--- config.mk ---
export PLATFORM = sky130hd
export DESIGN_NAME = lcd_three_wire_write_serializer_core
export DESIGN_NICKNAME = d
export VERILOG_FILES = /design/src/sv/lcdw_pkg.sv /design/src/sv/lcd_three_wire_write_serializer_core.sv /design/src/sv/lcdw_front.sv /design/src/sv/lcdw_queue.sv /design/src/sv/lcdw_back.sv
export VERILOG_INCLUDE_DIRS = /design/src /design/src/sv
export SDC_FILE = /design/constraint.sdc
export NUM_CORES = 1
export LEC_CHECK = 0
export BUFFER_PORTS_ARGS = -buffer_cell sky130_fd_sc_hd__buf_2
export CAP_MARGIN = 20
export CORE_MARGIN = 2
export CORE_UTILIZATION = 30
export CTS_CLUSTER_DIAMETER = 100
export DETAILED_ROUTE_END_ITERATION = 8
export SETUP_SLACK_MARGIN = 0.02
export SYNTH_ARGS = -nofsm -noshare
export SYNTH_HDL_FRONTEND = slang
export SYNTH_HIERARCHICAL = 1
export SYNTH_SLANG_ARGS = --single-unit
--- constraint.sdc ---
create_clock -name clk_i -period 5.5 [get_ports clk_i]
set_input_delay 1.1 -clock clk_i [delete_from_list [all_inputs] [get_ports clk_i]]
set_output_delay 1.1 -clock clk_i [all_outputs]
set_load 0.01 [all_outputs]
--- src/sv/lcd_three_wire_write_serializer_core_macros.svh ---
// Assertion macros shared by the serializer modules.
// Needs clk_i and rst_ni in the scope of each use.
`ifndef LCD_THREE_WIRE_WRITE_SERIALIZER_CORE_MACROS_SVH
`define LCD_THREE_WIRE_WRITE_SERIALIZER_CORE_MACROS_SVH

// Implication checked on every rising edge outside reset
`define LCDW_ASSERT(lbl, prop, msg) \
  lbl: assert property (@(posedge clk_i) disable iff (!rst_ni) (prop)) else $error(msg);

// Condition that must never be seen outside reset
`define LCDW_NEVER(lbl, cond, msg) \
  lbl: assert property (@(posedge clk_i) disable iff (!rst_ni) !(cond)) else $error(msg);

`endif

--- src/sv/lcdw_pkg.sv ---
// Shared types and codes for the three-wire LCD write serializer.
// No dependencies.
package lcdw_pkg;

  // Request kinds carried in tuser
  localparam logic [1:0] REQ_CMD  = 2'd0;
  localparam logic [1:0] REQ_ADDR = 2'd1;
  localparam logic [1:0] REQ_DATA = 2'd2;
  localparam logic [1:0] REQ_STOP = 2'd3;

  // Frame prefixes, sent MSB first
  localparam logic [2:0] PFX_CMD  = 3'b100;
  localparam logic [2:0] PFX_ADDR = 3'b101;

  // Bit counts per frame
  localparam logic [3:0] NBITS_CMD  = 4'd12;
  localparam logic [3:0] NBITS_ADDR = 4'd9;
  localparam logic [3:0] NBITS_DATA = 4'd8;

  localparam int unsigned SHIFT_W = 12;
  localparam int unsigned QDEPTH  = 2;

  // One classified request: bits left-aligned, sent MSB first
  typedef struct packed {
    logic [SHIFT_W-1:0] bits;
    logic [3:0]         nbits;
    logic               sel;   // select phase first
    logic               stop;  // stop phases at the end
  } desc_t;

endpackage

--- src/sv/lcd_three_wire_write_serializer_core.sv ---
// With the queue empty and the sequencer idle, an accepted word is written into the queue
// and the sequencer then registers the first pin phase of the request from the queue head.
// The back-end sequencer emits one pin phase per cycle while the receiver takes them, so a
// data byte is 16 phases, an address 19, a command 27 and a stop 2; a 2-entry queue
// lets requests be accepted while earlier ones are still being clocked out.
// Reset: queue empty, no output word, chip select, strobe and data idle high.
module lcd_three_wire_write_serializer_core import lcdw_pkg::*; (
  input  logic       clk_i,
  input  logic       rst_ni,
  input  logic       s_axis_tvalid_i,
  output logic       s_axis_tready_o,
  input  logic [7:0] s_axis_tdata_i,   // value[7:0]
  input  logic [1:0] s_axis_tuser_i,   // req_type[1:0]
  output logic       m_axis_tvalid_o,
  input  logic       m_axis_tready_i,
  output logic [7:0] m_axis_tdata_o,   // cs_level, wr_level, data_level, zero pad
  output logic       m_axis_tlast_o    // last_phase
);

  logic  push, full, head_valid, pop;
  desc_t desc, head;

  // Request classification
  lcdw_front u_front (
    .s_axis_tvalid_i (s_axis_tvalid_i),
    .s_axis_tready_o (s_axis_tready_o),
    .s_axis_tdata_i  (s_axis_tdata_i),
    .s_axis_tuser_i  (s_axis_tuser_i),
    .q_full_i        (full),
    .push_o          (push),
    .desc_o          (desc)
  );

  // Decoupling queue
  lcdw_queue u_queue (
    .clk_i        (clk_i),
    .rst_ni       (rst_ni),
    .push_i       (push),
    .desc_i       (desc),
    .full_o       (full),
    .head_valid_o (head_valid),
    .head_o       (head),
    .pop_i        (pop)
  );

  // Pin phase sequencer
  lcdw_back u_back (
    .clk_i           (clk_i),
    .rst_ni          (rst_ni),
    .head_valid_i    (head_valid),
    .head_i          (head),
    .pop_o           (pop),
    .m_axis_tvalid_o (m_axis_tvalid_o),
    .m_axis_tready_i (m_axis_tready_i),
    .m_axis_tdata_o  (m_axis_tdata_o),
    .m_axis_tlast_o  (m_axis_tlast_o)
  );

endmodule

--- src/sv/lcdw_front.sv ---
// Front end: takes request words and turns them into bit descriptors.
// Depends on lcdw_pkg.
module lcdw_front import lcdw_pkg::*; (
  input  logic       s_axis_tvalid_i,
  output logic       s_axis_tready_o,
  input  logic [7:0] s_axis_tdata_i,   // value[7:0]
  input  logic [1:0] s_axis_tuser_i,   // req_type[1:0]
  input  logic       q_full_i,
  output logic       push_o,
  output desc_t      desc_o
);

  logic [7:0] rev;

  // Data bytes go LSB first: reverse so the back end always shifts MSB first
  always_comb begin
    for (int i = 0; i < 8; i++) begin
      rev[i] = s_axis_tdata_i[7-i];
    end
  end

  // Classify the request
  always_comb begin
    desc_o = '0;
    case (s_axis_tuser_i)
      REQ_CMD: begin
        desc_o.bits  = {PFX_CMD, s_axis_tdata_i, 1'b0};
        desc_o.nbits = NBITS_CMD;
        desc_o.sel   = 1'b1;
        desc_o.stop  = 1'b1;
      end
      REQ_ADDR: begin
        desc_o.bits  = {PFX_ADDR, s_axis_tdata_i[5:0], 3'b000};
        desc_o.nbits = NBITS_ADDR;
        desc_o.sel   = 1'b1;
      end
      REQ_DATA: begin
        desc_o.bits  = {rev, 4'b0000};
        desc_o.nbits = NBITS_DATA;
      end
      default: begin
        desc_o.stop  = 1'b1;
      end
    endcase
  end

  assign s_axis_tready_o = !q_full_i;
  assign push_o          = s_axis_tvalid_i && !q_full_i;

endmodule

--- src/sv/lcdw_queue.sv ---
// Two-entry descriptor queue between front and back end.
// Depends on lcdw_pkg and the assertion macro header.
`include "lcd_three_wire_write_serializer_core_macros.svh"
module lcdw_queue import lcdw_pkg::*; (
  input  logic  clk_i,
  input  logic  rst_ni,
  input  logic  push_i,
  input  desc_t desc_i,
  output logic  full_o,
  output logic  head_valid_o,
  output desc_t head_o,
  input  logic  pop_i
);

  desc_t      mem_q [QDEPTH];
  logic       wr_ptr_q, wr_ptr_d;
  logic       rd_ptr_q, rd_ptr_d;
  logic [1:0] count_q, count_d;

  // Pointer and fill count update
  always_comb begin
    wr_ptr_d = wr_ptr_q;
    rd_ptr_d = rd_ptr_q;
    count_d  = count_q;
    if (push_i) begin
      wr_ptr_d = ~wr_ptr_q;
    end
    if (pop_i) begin
      rd_ptr_d = ~rd_ptr_q;
    end
    case ({push_i, pop_i})
      2'b10:   count_d = count_q + 2'd1;
      2'b01:   count_d = count_q - 2'd1;
      default: count_d = count_q;
    endcase
  end

  always_ff @(posedge clk_i or negedge rst_ni) begin
    if (!rst_ni) begin
      wr_ptr_q <= 1'b0;
      rd_ptr_q <= 1'b0;
      count_q  <= 2'd0;
    end else begin
      wr_ptr_q <= wr_ptr_d;
      rd_ptr_q <= rd_ptr_d;
      count_q  <= count_d;
    end
  end

  // Entry storage
  always_ff @(posedge clk_i) begin
    if (push_i) begin
      mem_q[wr_ptr_q] <= desc_i;
    end
  end

  assign full_o       = (count_q == 2'(QDEPTH));
  assign head_valid_o = (count_q != 2'd0);
  assign head_o       = mem_q[rd_ptr_q];

  `LCDW_NEVER(a_q_overfill, count_q > 2'(QDEPTH), "queue fill count beyond depth")
  `LCDW_NEVER(a_q_pop_empty, pop_i && (count_q == 2'd0), "pop from empty queue")
  `LCDW_ASSERT(a_q_ptr_match, (count_q == 2'd0 || count_q == 2'(QDEPTH)) |-> (wr_ptr_q == rd_ptr_q), "pointers disagree with fill count")

endmodule

--- src/sv/lcdw_back.sv ---
// Back end: walks a descriptor and emits one pin phase per word.
// Depends on lcdw_pkg and the assertion macro header.
`include "lcd_three_wire_write_serializer_core_macros.svh"
module lcdw_back import lcdw_pkg::*; (
  input  logic       clk_i,
  input  logic       rst_ni,
  input  logic       head_valid_i,
  input  desc_t      head_i,
  output logic       pop_o,
  output logic       m_axis_tvalid_o,
  input  logic       m_axis_tready_i,
  output logic [7:0] m_axis_tdata_o,  // cs_level, wr_level, data_level, zero pad
  output logic       m_axis_tlast_o   // last_phase
);

  // Sequencer steps: the phase to emit next
  localparam logic [2:0] ST_IDLE  = 3'd0;
  localparam logic [2:0] ST_SEL   = 3'd1;
  localparam logic [2:0] ST_LOW   = 3'd2;
  localparam logic [2:0] ST_HIGH  = 3'd3;
  localparam logic [2:0] ST_STOP1 = 3'd4;
  localparam logic [2:0] ST_STOP2 = 3'd5;

  logic [2:0]         st_q, st_d;
  logic [SHIFT_W-1:0] bits_q, bits_d;
  logic [3:0]         left_q, left_d;
  logic               stop_q, stop_d;
  logic               cs_q, cs_d, wr_q, wr_d, dat_q, dat_d;
  logic               vld_q, vld_d;
  logic               last_q, last_d;

  logic               adv, go;
  logic [2:0]         step;
  logic [SHIFT_W-1:0] e_bits;
  logic [3:0]         e_left;
  logic               e_stop;

  assign adv = !vld_q || m_axis_tready_i;

  // Pick the working descriptor: a fresh one from the queue when idle
  always_comb begin
    if (st_q == ST_IDLE) begin
      go     = head_valid_i;
      e_bits = head_i.bits;
      e_left = head_i.nbits;
      e_stop = head_i.stop;
      if (head_i.sel) begin
        step = ST_SEL;
      end else if (head_i.nbits != 4'd0) begin
        step = ST_LOW;
      end else begin
        step = ST_STOP1;
      end
    end else begin
      go     = 1'b1;
      e_bits = bits_q;
      e_left = left_q;
      e_stop = stop_q;
      step   = st_q;
    end
  end

  assign pop_o = adv && (st_q == ST_IDLE) && head_valid_i;

  // Phase generation
  always_comb begin
    st_d   = st_q;
    bits_d = bits_q;
    left_d = left_q;
    stop_d = stop_q;
    cs_d   = cs_q;
    wr_d   = wr_q;
    dat_d  = dat_q;
    vld_d  = vld_q;
    last_d = last_q;
    if (adv) begin
      vld_d = go;
      if (go) begin
        bits_d = e_bits;
        left_d = e_left;
        stop_d = e_stop;
        last_d = 1'b0;
        case (step)
          ST_SEL: begin
            cs_d = 1'b0;
            st_d = ST_LOW;
          end
          ST_LOW: begin
            wr_d  = 1'b0;
            dat_d = e_bits[SHIFT_W-1];
            st_d  = ST_HIGH;
          end
          ST_HIGH: begin
            wr_d   = 1'b1;
            bits_d = {e_bits[SHIFT_W-2:0], 1'b0};
            left_d = e_left - 4'd1;
            if (e_left != 4'd1) begin
              st_d = ST_LOW;
            end else if (e_stop) begin
              st_d = ST_STOP1;
            end else begin
              st_d   = ST_IDLE;
              last_d = 1'b1;
            end
          end
          ST_STOP1: begin
            cs_d = 1'b1;
            st_d = ST_STOP2;
          end
          ST_STOP2: begin
            dat_d  = 1'b1;
            st_d   = ST_IDLE;
            last_d = 1'b1;
          end
          default: begin
            st_d = ST_IDLE;
          end
        endcase
      end
    end
  end

  always_ff @(posedge clk_i or negedge rst_ni) begin
    if (!rst_ni) begin
      st_q  <= ST_IDLE;
      cs_q  <= 1'b1;
      wr_q  <= 1'b1;
      dat_q <= 1'b1;
      vld_q <= 1'b0;
    end else begin
      st_q  <= st_d;
      cs_q  <= cs_d;
      wr_q  <= wr_d;
      dat_q <= dat_d;
      vld_q <= vld_d;
    end
  end

  // Descriptor working copy and last flag
  always_ff @(posedge clk_i) begin
    bits_q <= bits_d;
    left_q <= left_d;
    stop_q <= stop_d;
    last_q <= last_d;
  end

  assign m_axis_tvalid_o = vld_q;
  assign m_axis_tdata_o  = {5'b00000, dat_q, wr_q, cs_q};
  assign m_axis_tlast_o  = last_q;

  `LCDW_ASSERT(a_b_last_strobe_high, (vld_q && last_q) |-> wr_q, "request ended with strobe low")
  `LCDW_ASSERT(a_b_high_after_low, (st_q == ST_HIGH) |-> (!wr_q && vld_q), "high phase pending without low phase shown")
  `LCDW_ASSERT(a_b_bits_left, ((st_q == ST_LOW) || (st_q == ST_HIGH)) |-> (left_q != 4'd0), "bit phase with no bits left")
  `LCDW_ASSERT(a_b_stop2_cs, (st_q == ST_STOP2) |-> cs_q, "second stop phase pending with chip select low")

endmodule

==> flow_metrics.env, run 1 <==
export IMPL_numClockSinks=65
export IMPL_ctsRootBufferMaster="clkbuf_8"
export IMPL_cp_arrival_ns=2.81
export IMPL_synthArstFlopShare_pct=16.92
export IMPL_die_w_um=107.9
export IMPL_wl_mm=5.268
export IMPL_synth_edf_count=54
export IMPL_avgRoutedWirePerCell_um=12.88
export IMPL_synth_distinct_cells=47
export IMPL_std_cell_rows=37
export IMPL_path_max_fanout=19
export IMPL_post_dp_cell_area_mm2=0.003346
export IMPL_tns_ns=0
export IMPL_finalPower_w=0.001899
export IMPL_ir_drop_uv=170.6
export IMPL_die_area_mm2=0.01165
export IMPL_syn_to_final_growth_pct=10.46
export IMPL_drv_cap=0
export IMPL_cp_start_kind="flop"
export IMPL_overflow=0
export IMPL_fin_cells=409
export IMPL_yosysWarnings=6
export IMPL_synth_seq_cells=65
export IMPL_ff2ff_path_depth=5
export IMPL_syn_avg_cell_area_um2=12.66
export IMPL_cp_required_ns=5.72
export IMPL_dp_cells=393
export IMPL_clock_skew_ns=0.004745
export IMPL_p_leak_nw=1.377
export IMPL_cts_resized=0
export IMPL_grt_pass1_vias=1859
export IMPL_fin_crit_sh_pct=47.14
export IMPL_antenna_found_initial=0
export IMPL_num_io_pins=25
export IMPL_grt_total_usage_pct=10.02
export IMPL_clkTransAtPathRegs_ns=0.07
export IMPL_start_util_pct=31.11
export IMPL_hold_depth=1
export IMPL_clock_fmax_mhz=385.7
export IMPL_drive_gt1_share_pct=22.71
export IMPL_ant_nets=0
export IMPL_antenna_cells=0
export IMPL_ctsHoldBuffers=0
export IMPL_portBuffers=19
export IMPL_place_ws_ns=2.899
export IMPL_rsz0062_at_grt="no"
export IMPL_drc=0
export IMPL_via_per_inst=4.528
export IMPL_first_pass_iters=4
export IMPL_clock_latency_ns=0.33
export IMPL_status="finished clean"
export IMPL_synth_flop_cell="edfxtp_1"
export IMPL_die_y_um=107.9
export IMPL_hpwl_mm=3.594
export IMPL_slew_headroom_pct=29.22
export IMPL_worstMarginPinSlew_ns=1.058
export IMPL_final_area_mm2=0.003580
export IMPL_cts_tree="done"
export IMPL_min_path_type="reg -> reg"
export IMPL_synthCells=256
export IMPL_hold_viol=0
export IMPL_syn_area_mm2=0.003241
export IMPL_vias=1852
export IMPL_cts_made_buffers=9
export IMPL_period_needed_ns=2.593
export IMPL_setup_viol=0
export IMPL_routabilityCongestion=0.7438
export IMPL_power_density_mw_per_mm2=530.5
export IMPL_cp_end_kind="flop"
export IMPL_ys_seq_area_share_pct=58.65
export IMPL_timing_final_ws_setup_ns=2.907
export IMPL_h_tree_depth=3
export IMPL_grt_max_degree=33
export IMPL_path_class="reg -> reg"
export IMPL_maxSlewViolCount=0
export IMPL_fin_nets=290
export IMPL_clockBufferDepth=2
export IMPL_grt_pass1_wl_mm=9.121
export IMPL_drt_iter0_drc=152
export IMPL_core_mm2=0.01042
export IMPL_post_cts_buffers=0
[stage by stage]
stage / util (%) / hold slack [ns]
finish: 34.37 / 0.4858
global route: 34.37 / 0.5263
CTS: 34.37 / 0.4915
detailed placement: 32.12 / 0.4793
global placement: 32.12 / 0.4689
floorplan: - / 0.4474
[Yosys cell counts (2+ instances only)]
| cell type | number | area [µm²] |
|---|---|---|
| a21oi_1 | 7 | 35.03 |
| a222oi_1 | 3 | 30.03 |
| a31oi_1 | 11 | 68.82 |
| and2_1 | 2 | 12.51 |
| and2_2 | 2 | 15.01 |
| buf_2 | 4 | 20.02 |
| buf_4 | 10 | 75.07 |
| buf_6 | 5 | 56.30 |
| clkbuf_1 | 4 | 15.01 |
| conb_1 | 2 | 7.510 |
| dfrtp_1 | 8 | 200.2 |
| dfstp_2 | 3 | 78.83 |
| edfxtp_1 | 54 | 1622 |
| ha_1 | 8 | 100.1 |
| inv_1 | 8 | 30.03 |
| mux2_2 | 10 | 112.6 |
| mux2_4 | 9 | 135.1 |
| mux2i_1 | 7 | 70.07 |
| nand2_1 | 29 | 108.9 |
| nand2b_1 | 2 | 12.51 |
| nand3b_1 | 2 | 15.01 |
| nor2_1 | 23 | 86.33 |
| nor2b_1 | 5 | 31.28 |
| nor3_1 | 5 | 25.02 |
| nor4_1 | 2 | 12.51 |
| o21ai_0 | 4 | 20.02 |
| xnor2_1 | 3 | 26.28 |
| xor2_1 | 5 | 43.79 |
[worst paths after layout]
path	startpoint	to	slack, ns
worst max-delay path	u_queue/rd_ptr_q$_DFFE_PN0P_	u_back/st_q[0]$_DFFE_PN0P_	2.91
worst min-delay path	u_queue/wr_ptr_q$_DFFE_PN0P_	u_queue/wr_ptr_q$_DFFE_PN0P_	0.49
worst max register to register	u_queue/rd_ptr_q$_DFFE_PN0P_	u_back/st_q[0]$_DFFE_PN0P_	2.91
worst min register to register	u_queue/wr_ptr_q$_DFFE_PN0P_	u_queue/wr_ptr_q$_DFFE_PN0P_	0.49
max in group asynchronous	rst_ni	u_back/dat_q$_DFFE_PN1P_	4.61
min in group asynchronous	rst_ni	u_queue/count_q[1]$_DFFE_PN0P_	0.62
[flip-flops by register name, summed over array words and instances, names as in the netlist]
signal / flops
u_back/cs_q: 1
u_back/dat_q: 1
u_back/wr_q: 1
u_queue/rd_ptr_q: 1
u_back/left_q: 4
u_queue/wr_ptr_q: 1
u_queue/mem_q: 36
u_back/m_axis_tvalid_o: 1
u_back/stop_q: 1
u_back/st_q: 3
u_queue/count_q: 2
u_back/bits_q: 12
u_back/m_axis_tlast_o: 1
[layout make-up]
type	instances	area, µm²
Clock buffer	10	127.6
Tap cell	136	170.2
Clock inverter	6	106.4
Timing Repair Buffer	20	102.6
Fill cell	1027	6837
Multi-Input combinational cell	164	1142
Inverter	8	30.03
Sequential cell	65	1901
[critical path, stage by stage (launching register included)]
cell and delay (ns):
dfrtp_1 0.94, mux2_2 0.46, or4_1 0.57, a21oi_1 0.15
nor4_1 0.10, a211o_1 0.26
[cell families after synthesis]
kind of cell	count (synthesis)	synth area share (%)
multiplexers	27	10.50
buffers and inverters	32	6.679
other	2	0.2317
AO/OA/AOI/OAI	34	6.873
adder cells (fa/ha/maj)	8	3.089
AND/OR/NAND/NOR	80	11.81
XOR/XNOR	8	2.162
flip-flops	65	58.65
[metal layers]
metal  track usage [%]  part of all wire (%)  up-vias
li1                  -                     -      930
met1             13.41                    49      871
met2             15.27                    45       43
met3             1.326                   4.3        8
met4             6.410                   2.4        0
met5                 0                     0        -
[report_power, final]
| part | switching, W | leakage (nW) | internal (W) | total, W |
|---|---|---|---|---|
| Combinational | 0.000288 | 0.624 | 0.000260 | 0.000548 |
| Clock | 0.000176 | 0.114 | 0.000299 | 0.000474 |
| Sequential | 0.000118 | 0.639 | 0.000758 | 0.000877 |
[layout by cell type, fill, tap and decap left out, types with 2 or more instances in the layout]
master     synthesis  routed
nor2_1            23      23
nor3_1             5       5
mux2_4             9       9
nand2b_1           2       2
a222oi_1           3       3
and2_1             2       2
inv_1              8       8
xnor2_1            3       3
nor2b_1            5       5
edfxtp_1          54      54
dfstp_2            3       3
nor4_1             2       2
a21oi_1            7       7
buf_2              4      19
conb_1             2       7
o21ai_0            4       4
and2_2             2       2
dfrtp_1            8       8
nand3b_1           2       2
bufinv_16          0       3
clkbuf_8           0       9
ha_1               8       8
a31oi_1           11      11
mux2i_1            7       7
mux2_2            10      10
nand2_1           29      29
xor2_1             5       5
(Power assumes the default switching activity.)
==> run 2, diff against run 1 <==
==> constraint.sdc (replaced) <==
create_clock -name clk_i -period 2.3 [get_ports clk_i]
set_input_delay 0.46 -clock clk_i [delete_from_list [all_inputs] [get_ports clk_i]]
set_output_delay 0.46 -clock clk_i [all_outputs]
set_load 0.01 [all_outputs]
==> run 2 against run 1 <==
Fmax increased by 24%. Critical endpoint unchanged. First-iteration DRC count shrank 14%. Setup slack worse by 2.7 ns. Non-clock buffer count is 9 higher. Clock skew grew 0.0087 ns. Flip-flop and latch count is the same. Combinational power grew to 2.7 times the previous value. Hold slack worse by 0.0088 ns. Routed wire length is 1.3% higher. Die area unchanged. Clock power increased by 92%. Largest cell class unchanged.
==> flow_metrics.env, run 2 (synthesis gave the netlist of run 1 again) <==
export IMPL_maxSlewViolCount=0
export IMPL_clock_latency_ns=0.33
export IMPL_std_cell_rows=37
export IMPL_cp_arrival_ns=2.32
export IMPL_min_path_type="reg -> reg"
export IMPL_grt_max_degree=28
export IMPL_hpwl_mm=3.713
export IMPL_cp_required_ns=2.52
export IMPL_grt_pass1_vias=1882
export IMPL_status="finished clean"
export IMPL_ant_nets=0
export IMPL_drive_gt1_share_pct=24.47
export IMPL_finalPower_w=0.004384
export IMPL_wl_mm=5.337
export IMPL_top_register="u_queue/mem_q"
export IMPL_power_frac_clock_pct=20.7
export IMPL_clock_fmax_mhz=476.5
export IMPL_largest_reg_flops=36
export IMPL_setup_viol=0
export IMPL_tns_ns=0
export IMPL_cp_end_kind="flop"
export IMPL_ir_drop_uv=459.9
export IMPL_cts_resized=0
export IMPL_cts_tree="done"
export IMPL_via_per_inst=4.510
export IMPL_power_density_mw_per_mm2=1218
export IMPL_reg_top3="u_queue/mem_q: 36 flops, u_back/bits_q: 12 flops, u_back/left_q: 4 flops"
export IMPL_syn_to_final_growth_pct=11.12
export IMPL_dp_cells=401
export IMPL_combPwrFrac_pct=33.2
export IMPL_fin_crit_sh_pct=91.24
export IMPL_cts_made_buffers=9
export IMPL_grt_pass1_wl_mm=9.108
export IMPL_drc=0
export IMPL_post_cts_buffers=0
export IMPL_num_io_pins=25
export IMPL_ctsRootBufferMaster="clkbuf_8"
export IMPL_antenna_cells=0
export IMPL_rsz0062_at_grt="no"
export IMPL_grt_total_usage_pct=9.968
export IMPL_clock_skew_ns=0.01348
export IMPL_path_max_fanout=8
export IMPL_vias=1885
export IMPL_final_cell_mix="edfxtp_1, nand2_1, nor2_1, buf_2, a31oi_1"
export IMPL_cp_start_kind="flop"
export IMPL_num_fill_cells=1028
export IMPL_period_needed_ns=2.099
export IMPL_fin_nets=299
export IMPL_switchingPower_w=0.001406
export IMPL_drt_iter0_drc=130
export IMPL_antenna_found_initial=0
export IMPL_die_y_um=107.9
export IMPL_path_class="reg -> reg"
export IMPL_h_tree_depth=3
export IMPL_swShare_pct=32.07
export IMPL_overflow=0
export IMPL_pwr_share_seq_pct=46.1
export IMPL_portBuffers=19
export IMPL_final_common_cell="edfxtp_1"
export IMPL_drv_cap=0
export IMPL_fin_cells=418
export IMPL_slew_headroom_pct=52.59
export IMPL_p_leak_nw=1.394
export IMPL_routabilityCongestion=0.8164
export IMPL_core_mm2=0.01042
export IMPL_first_pass_iters=4
export IMPL_ctsHoldBuffers=1
export IMPL_cellInternalPower_w=0.002978
export IMPL_hold_viol=0
export IMPL_worstMarginPinSlew_ns=0.7103
export IMPL_avgRoutedWirePerCell_um=12.77
export IMPL_die_area_mm2=0.01165
export IMPL_start_util_pct=31.11
export IMPL_clockBufferDepth=2
export IMPL_numClockSinks=65
export IMPL_die_w_um=107.9
export IMPL_clkTransAtPathRegs_ns=0.08
[run 2: changes by cell type in the layout (fill, tap and decap cells not counted), sizes merged]
cell / previous run / this run
clkinv: 2 / 4
clkinvlp: 1 / 2
bufinv: 3 / 1
dlygate4sd3: 0 / 1
buf: 20 / 28
clkbuf: 10 / 9
[run 2: power groups by stage]
stage | clock (W) | combinational, W | sequential [W]
5_1_grt | 0.000993 | 0.00163 | 0.00207
6_report | 0.000908 | 0.00146 | 0.00202
3_3_place_gp | 0 | 0.00143 | 0.00204
2_1_floorplan | 0 | 0.00126 | 0.00196
3_5_place_dp | 0 | 0.00147 | 0.00205
4_1_cts | 0.000930 | 0.00147 | 0.00202
[run 2: per-stage QoR]
step	hold slack (ns)	utilization (%)	area, µm²	setup slack, ns
global placement	0.3455	32.70	3406	0.2545
global route	0.4822	34.57	3601	0.07900
detailed placement	0.3518	32.70	3406	0.2005
CTS	0.4657	34.57	3601	0.1926
finish	0.4770	34.57	3601	0.2015
floorplan	0.1644	-	3259	0.1998
[run 2: routing by layer]
| metal | routed length [µm] | share of wire, % | track usage (%) |
|---|---|---|---|
| met5 | 0 | 0 | 0 |
| met4 | 81 | 1.5 | 5.220 |
| met3 | 103 | 1.9 | 1.507 |
| met2 | 2443 | 46 | 15.63 |
| met1 | 2709 | 51 | 13.35 |
[run 2: final timing paths]
path                                                 from                        endpoint  slack (ns)  depth (start not counted)
setup reg to reg             u_queue/rd_ptr_q$_DFFE_PN0P_      u_back/st_q[0]$_DFFE_PN0P_        0.20                          5
min in group asynchronous                          rst_ni  u_queue/count_q[1]$_DFFE_PN0P_        0.53                          2
hold reg to reg            u_queue/count_q[1]$_DFFE_PN0P_  u_queue/count_q[1]$_DFFE_PN0P_        0.48                          1
setup / recovery             u_queue/rd_ptr_q$_DFFE_PN0P_      u_back/st_q[0]$_DFFE_PN0P_        0.20                          5
hold / removal             u_queue/count_q[1]$_DFFE_PN0P_  u_queue/count_q[1]$_DFFE_PN0P_        0.48                          1
max in group asynchronous                          rst_ni         u_back/wr_q$_DFFE_PN1P_        1.50                          2
[run 2: layout make-up]
cell class	count	area, µm²	share of cell area (%)
clock buffer	9	123.9	3.440
clock inverter	7	61.31	1.703
inverter	8	30.03	0.8339
multi-input combinational	164	1142	31.72
sequential	65	1901	52.78
tap	136	170.2	4.726
timing repair buffer	29	172.7	4.795
[run 2: critical path: stages, from the launching register on]
cell	delay [ns]
dfrtp_1	0.52
mux2_2	0.42
or4_1	0.57
a21oi_1	0.15
nor4_1	0.09
a211o_1	0.24
==> run 3, diff against run 2 <==
--- a/config.mk
+++ b/config.mk
@@ -9,9 +9,10 @@
 export BUFFER_PORTS_ARGS = -buffer_cell sky130_fd_sc_hd__buf_2
 export CAP_MARGIN = 20
 export CORE_MARGIN = 2
-export CORE_UTILIZATION = 30
+export CORE_UTILIZATION = 54
 export CTS_CLUSTER_DIAMETER = 100
 export DETAILED_ROUTE_END_ITERATION = 8
+export PLACE_DENSITY = 0.76
 export SETUP_SLACK_MARGIN = 0.02
 export SYNTH_ARGS = -nofsm -noshare
 export SYNTH_HDL_FRONTEND = slang
==> run 3 against run 2 <==
Combinational power barely moved. Core utilization rose by 26 points. Clock power rose by 17%. Sequential share of layout area rose by 0.48 points. Die area fell by 43%. Largest cell class unchanged. Final area fell by 0.90%. Critical path depth rose by 1. Hold slack improved by 0.0068 ns.
==> flow_metrics.env, run 3 (synthesis gave the netlist of run 1 again) <==
export IMPL_num_fill_cells=445
export IMPL_syn_to_final_growth_pct=10.12
export IMPL_grt_pass1_wl_mm=9.032
export IMPL_reg_top3="u_queue/mem_q: 36 flops, u_back/bits_q: 12 flops, u_back/left_q: 4 flops"
export IMPL_std_cell_rows=28
export IMPL_cts_tree="done"
export IMPL_switchingPower_w=0.001421
export IMPL_drive_gt1_share_pct=25.44
export IMPL_grt_total_usage_pct=18.26
export IMPL_final_cell_mix="edfxtp_1, nand2_1, nor2_1, buf_2, a31oi_1"
export IMPL_cp_required_ns=2.51
export IMPL_die_area_mm2=0.006637
export IMPL_clockBufferDepth=2
export IMPL_p_leak_nw=1.417
export IMPL_routabilityCongestion=0.7789
export IMPL_core_mm2=0.005851
export IMPL_fin_nets=300
export IMPL_finalPower_w=0.004558
export IMPL_slew_headroom_pct=57.17
export IMPL_clock_skew_ns=0.006417
export IMPL_drc=0
export IMPL_setup_viol=0
export IMPL_worstMarginPinSlew_ns=0.6365
export IMPL_clock_fmax_mhz=484.7
export IMPL_swShare_pct=31.17
export IMPL_wl_mm=5.510
export IMPL_hold_viol=0
export IMPL_ant_nets=0
export IMPL_overflow=0
export IMPL_cts_resized=0
export IMPL_vias=1963
export IMPL_grt_pass1_vias=1909
export IMPL_combPwrFrac_pct=32.4
export IMPL_drt_iter0_drc=183
export IMPL_path_max_fanout=32
export IMPL_clock_latency_ns=0.33
export IMPL_avgRoutedWirePerCell_um=15.39
export IMPL_final_common_cell="edfxtp_1"
export IMPL_largest_reg_flops=36
export IMPL_cp_arrival_ns=2.27
export IMPL_power_frac_clock_pct=23.2
export IMPL_status="finished clean"
export IMPL_antenna_cells=0
export IMPL_fin_crit_sh_pct=89.70
export IMPL_first_pass_iters=4
export IMPL_cp_start_kind="flop"
export IMPL_clkTransAtPathRegs_ns=0.07
export IMPL_cts_made_buffers=9
export IMPL_die_y_um=81.47
export IMPL_path_class="reg -> reg"
export IMPL_pwr_share_seq_pct=44.4
export IMPL_ir_drop_uv=565.2
export IMPL_num_io_pins=25
export IMPL_rsz0062_at_grt="no"
export IMPL_grt_max_degree=33
export IMPL_tns_ns=0
export IMPL_portBuffers=19
export IMPL_via_per_inst=5.483
export IMPL_antenna_found_initial=0
export IMPL_period_needed_ns=2.063
export IMPL_power_density_mw_per_mm2=1277
export IMPL_post_cts_buffers=0
export IMPL_cellInternalPower_w=0.003137
export IMPL_start_util_pct=55.39
export IMPL_ctsHoldBuffers=1
export IMPL_hpwl_mm=3.823
export IMPL_drv_cap=0
export IMPL_cp_end_kind="flop"
export IMPL_maxSlewViolCount=0
export IMPL_ctsRootBufferMaster="clkbuf_8"
export IMPL_die_w_um=81.47
export IMPL_h_tree_depth=3
export IMPL_top_register="u_queue/mem_q"
export IMPL_min_path_type="in -> reg"
export IMPL_numClockSinks=65
## run 3: per-stage QoR
| stage | instances | worst slack (ns) | utilization [%] | area (µm²) | hold slack, ns |
|---|---|---|---|---|---|
| finish | 358 | 0.2370 | 60.99 | 3568 | 0.4839 |
| global route | 358 | 0.1125 | 60.99 | 3568 | 0.4798 |
| CTS | 358 | 0.2416 | 60.99 | 3568 | 0.4824 |
| detailed placement | 341 | 0.2499 | 57.04 | 3337 | 0.3473 |
| global placement | 341 | 0.3258 | 57.04 | 3337 | 0.3419 |
| floorplan | 261 | 0.1998 | - | 3259 | 0.1644 |
## run 3: metal layers
| layer | wire (µm) | up-vias | GRT usage, % | share of wire (%) |
|---|---|---|---|---|
| met5 | 0 | - | 0 | 0 |
| met4 | 64 | 0 | 7.627 | 1.2 |
| met3 | 235 | 9 | 3.626 | 4.3 |
| met2 | 2718 | 51 | 29.75 | 49 |
| met1 | 2492 | 957 | 24.00 | 45 |
| li1 | - | 946 | - | - |
## run 3: layout make-up
type	instances	area, µm²	area share [%]
clock buffer	11	141.4	3.962
inverter	8	30.03	0.8415
sequential	65	1901	53.26
timing repair buffer	30	180.2	5.049
tap	75	93.84	2.630
clock inverter	5	80.08	2.244
multi-input combinational	164	1142	32.01
## run 3: power groups by stage
stage / registers [W] / logic, W / clock network [W]
6_report: 0.00202 / 0.00147 / 0.00106
5_1_grt: 0.00207 / 0.00161 / 0.00112
4_1_cts: 0.00202 / 0.00148 / 0.00107
3_5_place_dp: 0.00204 / 0.00147 / 0
3_3_place_gp: 0.00203 / 0.00142 / 0
2_1_floorplan: 0.00196 / 0.00126 / 0
## run 3: path summary, 6_finish.rpt
check	end	depth (start not counted)	slack, ns	startpoint
max in group asynchronous	u_back/wr_q$_DFFE_PN1P_	2	1.50	rst_ni
setup reg to reg	u_queue/count_q[1]$_DFFE_PN0P_	6	0.24	u_back/st_q[1]$_DFFE_PN0P_
hold / removal	u_queue/mem_q[1][7]$_DFFE_PP_	2	0.48	s_axis_tdata_i[0]
hold reg to reg	u_queue/wr_ptr_q$_DFFE_PN0P_	1	0.49	u_queue/wr_ptr_q$_DFFE_PN0P_
setup / recovery	u_queue/count_q[1]$_DFFE_PN0P_	6	0.24	u_back/st_q[1]$_DFFE_PN0P_
min in group asynchronous	u_queue/count_q[1]$_DFFE_PN0P_	2	0.53	rst_ni
## run 3: critical path, stage by stage, from the launching register on
cell and delay, ns:
dfrtp_1 0.47, or3_4 0.60, nor3b_2 0.29, ha_1 0.23
xnor2_1 0.14, nor2_1 0.08, xor2_1 0.14
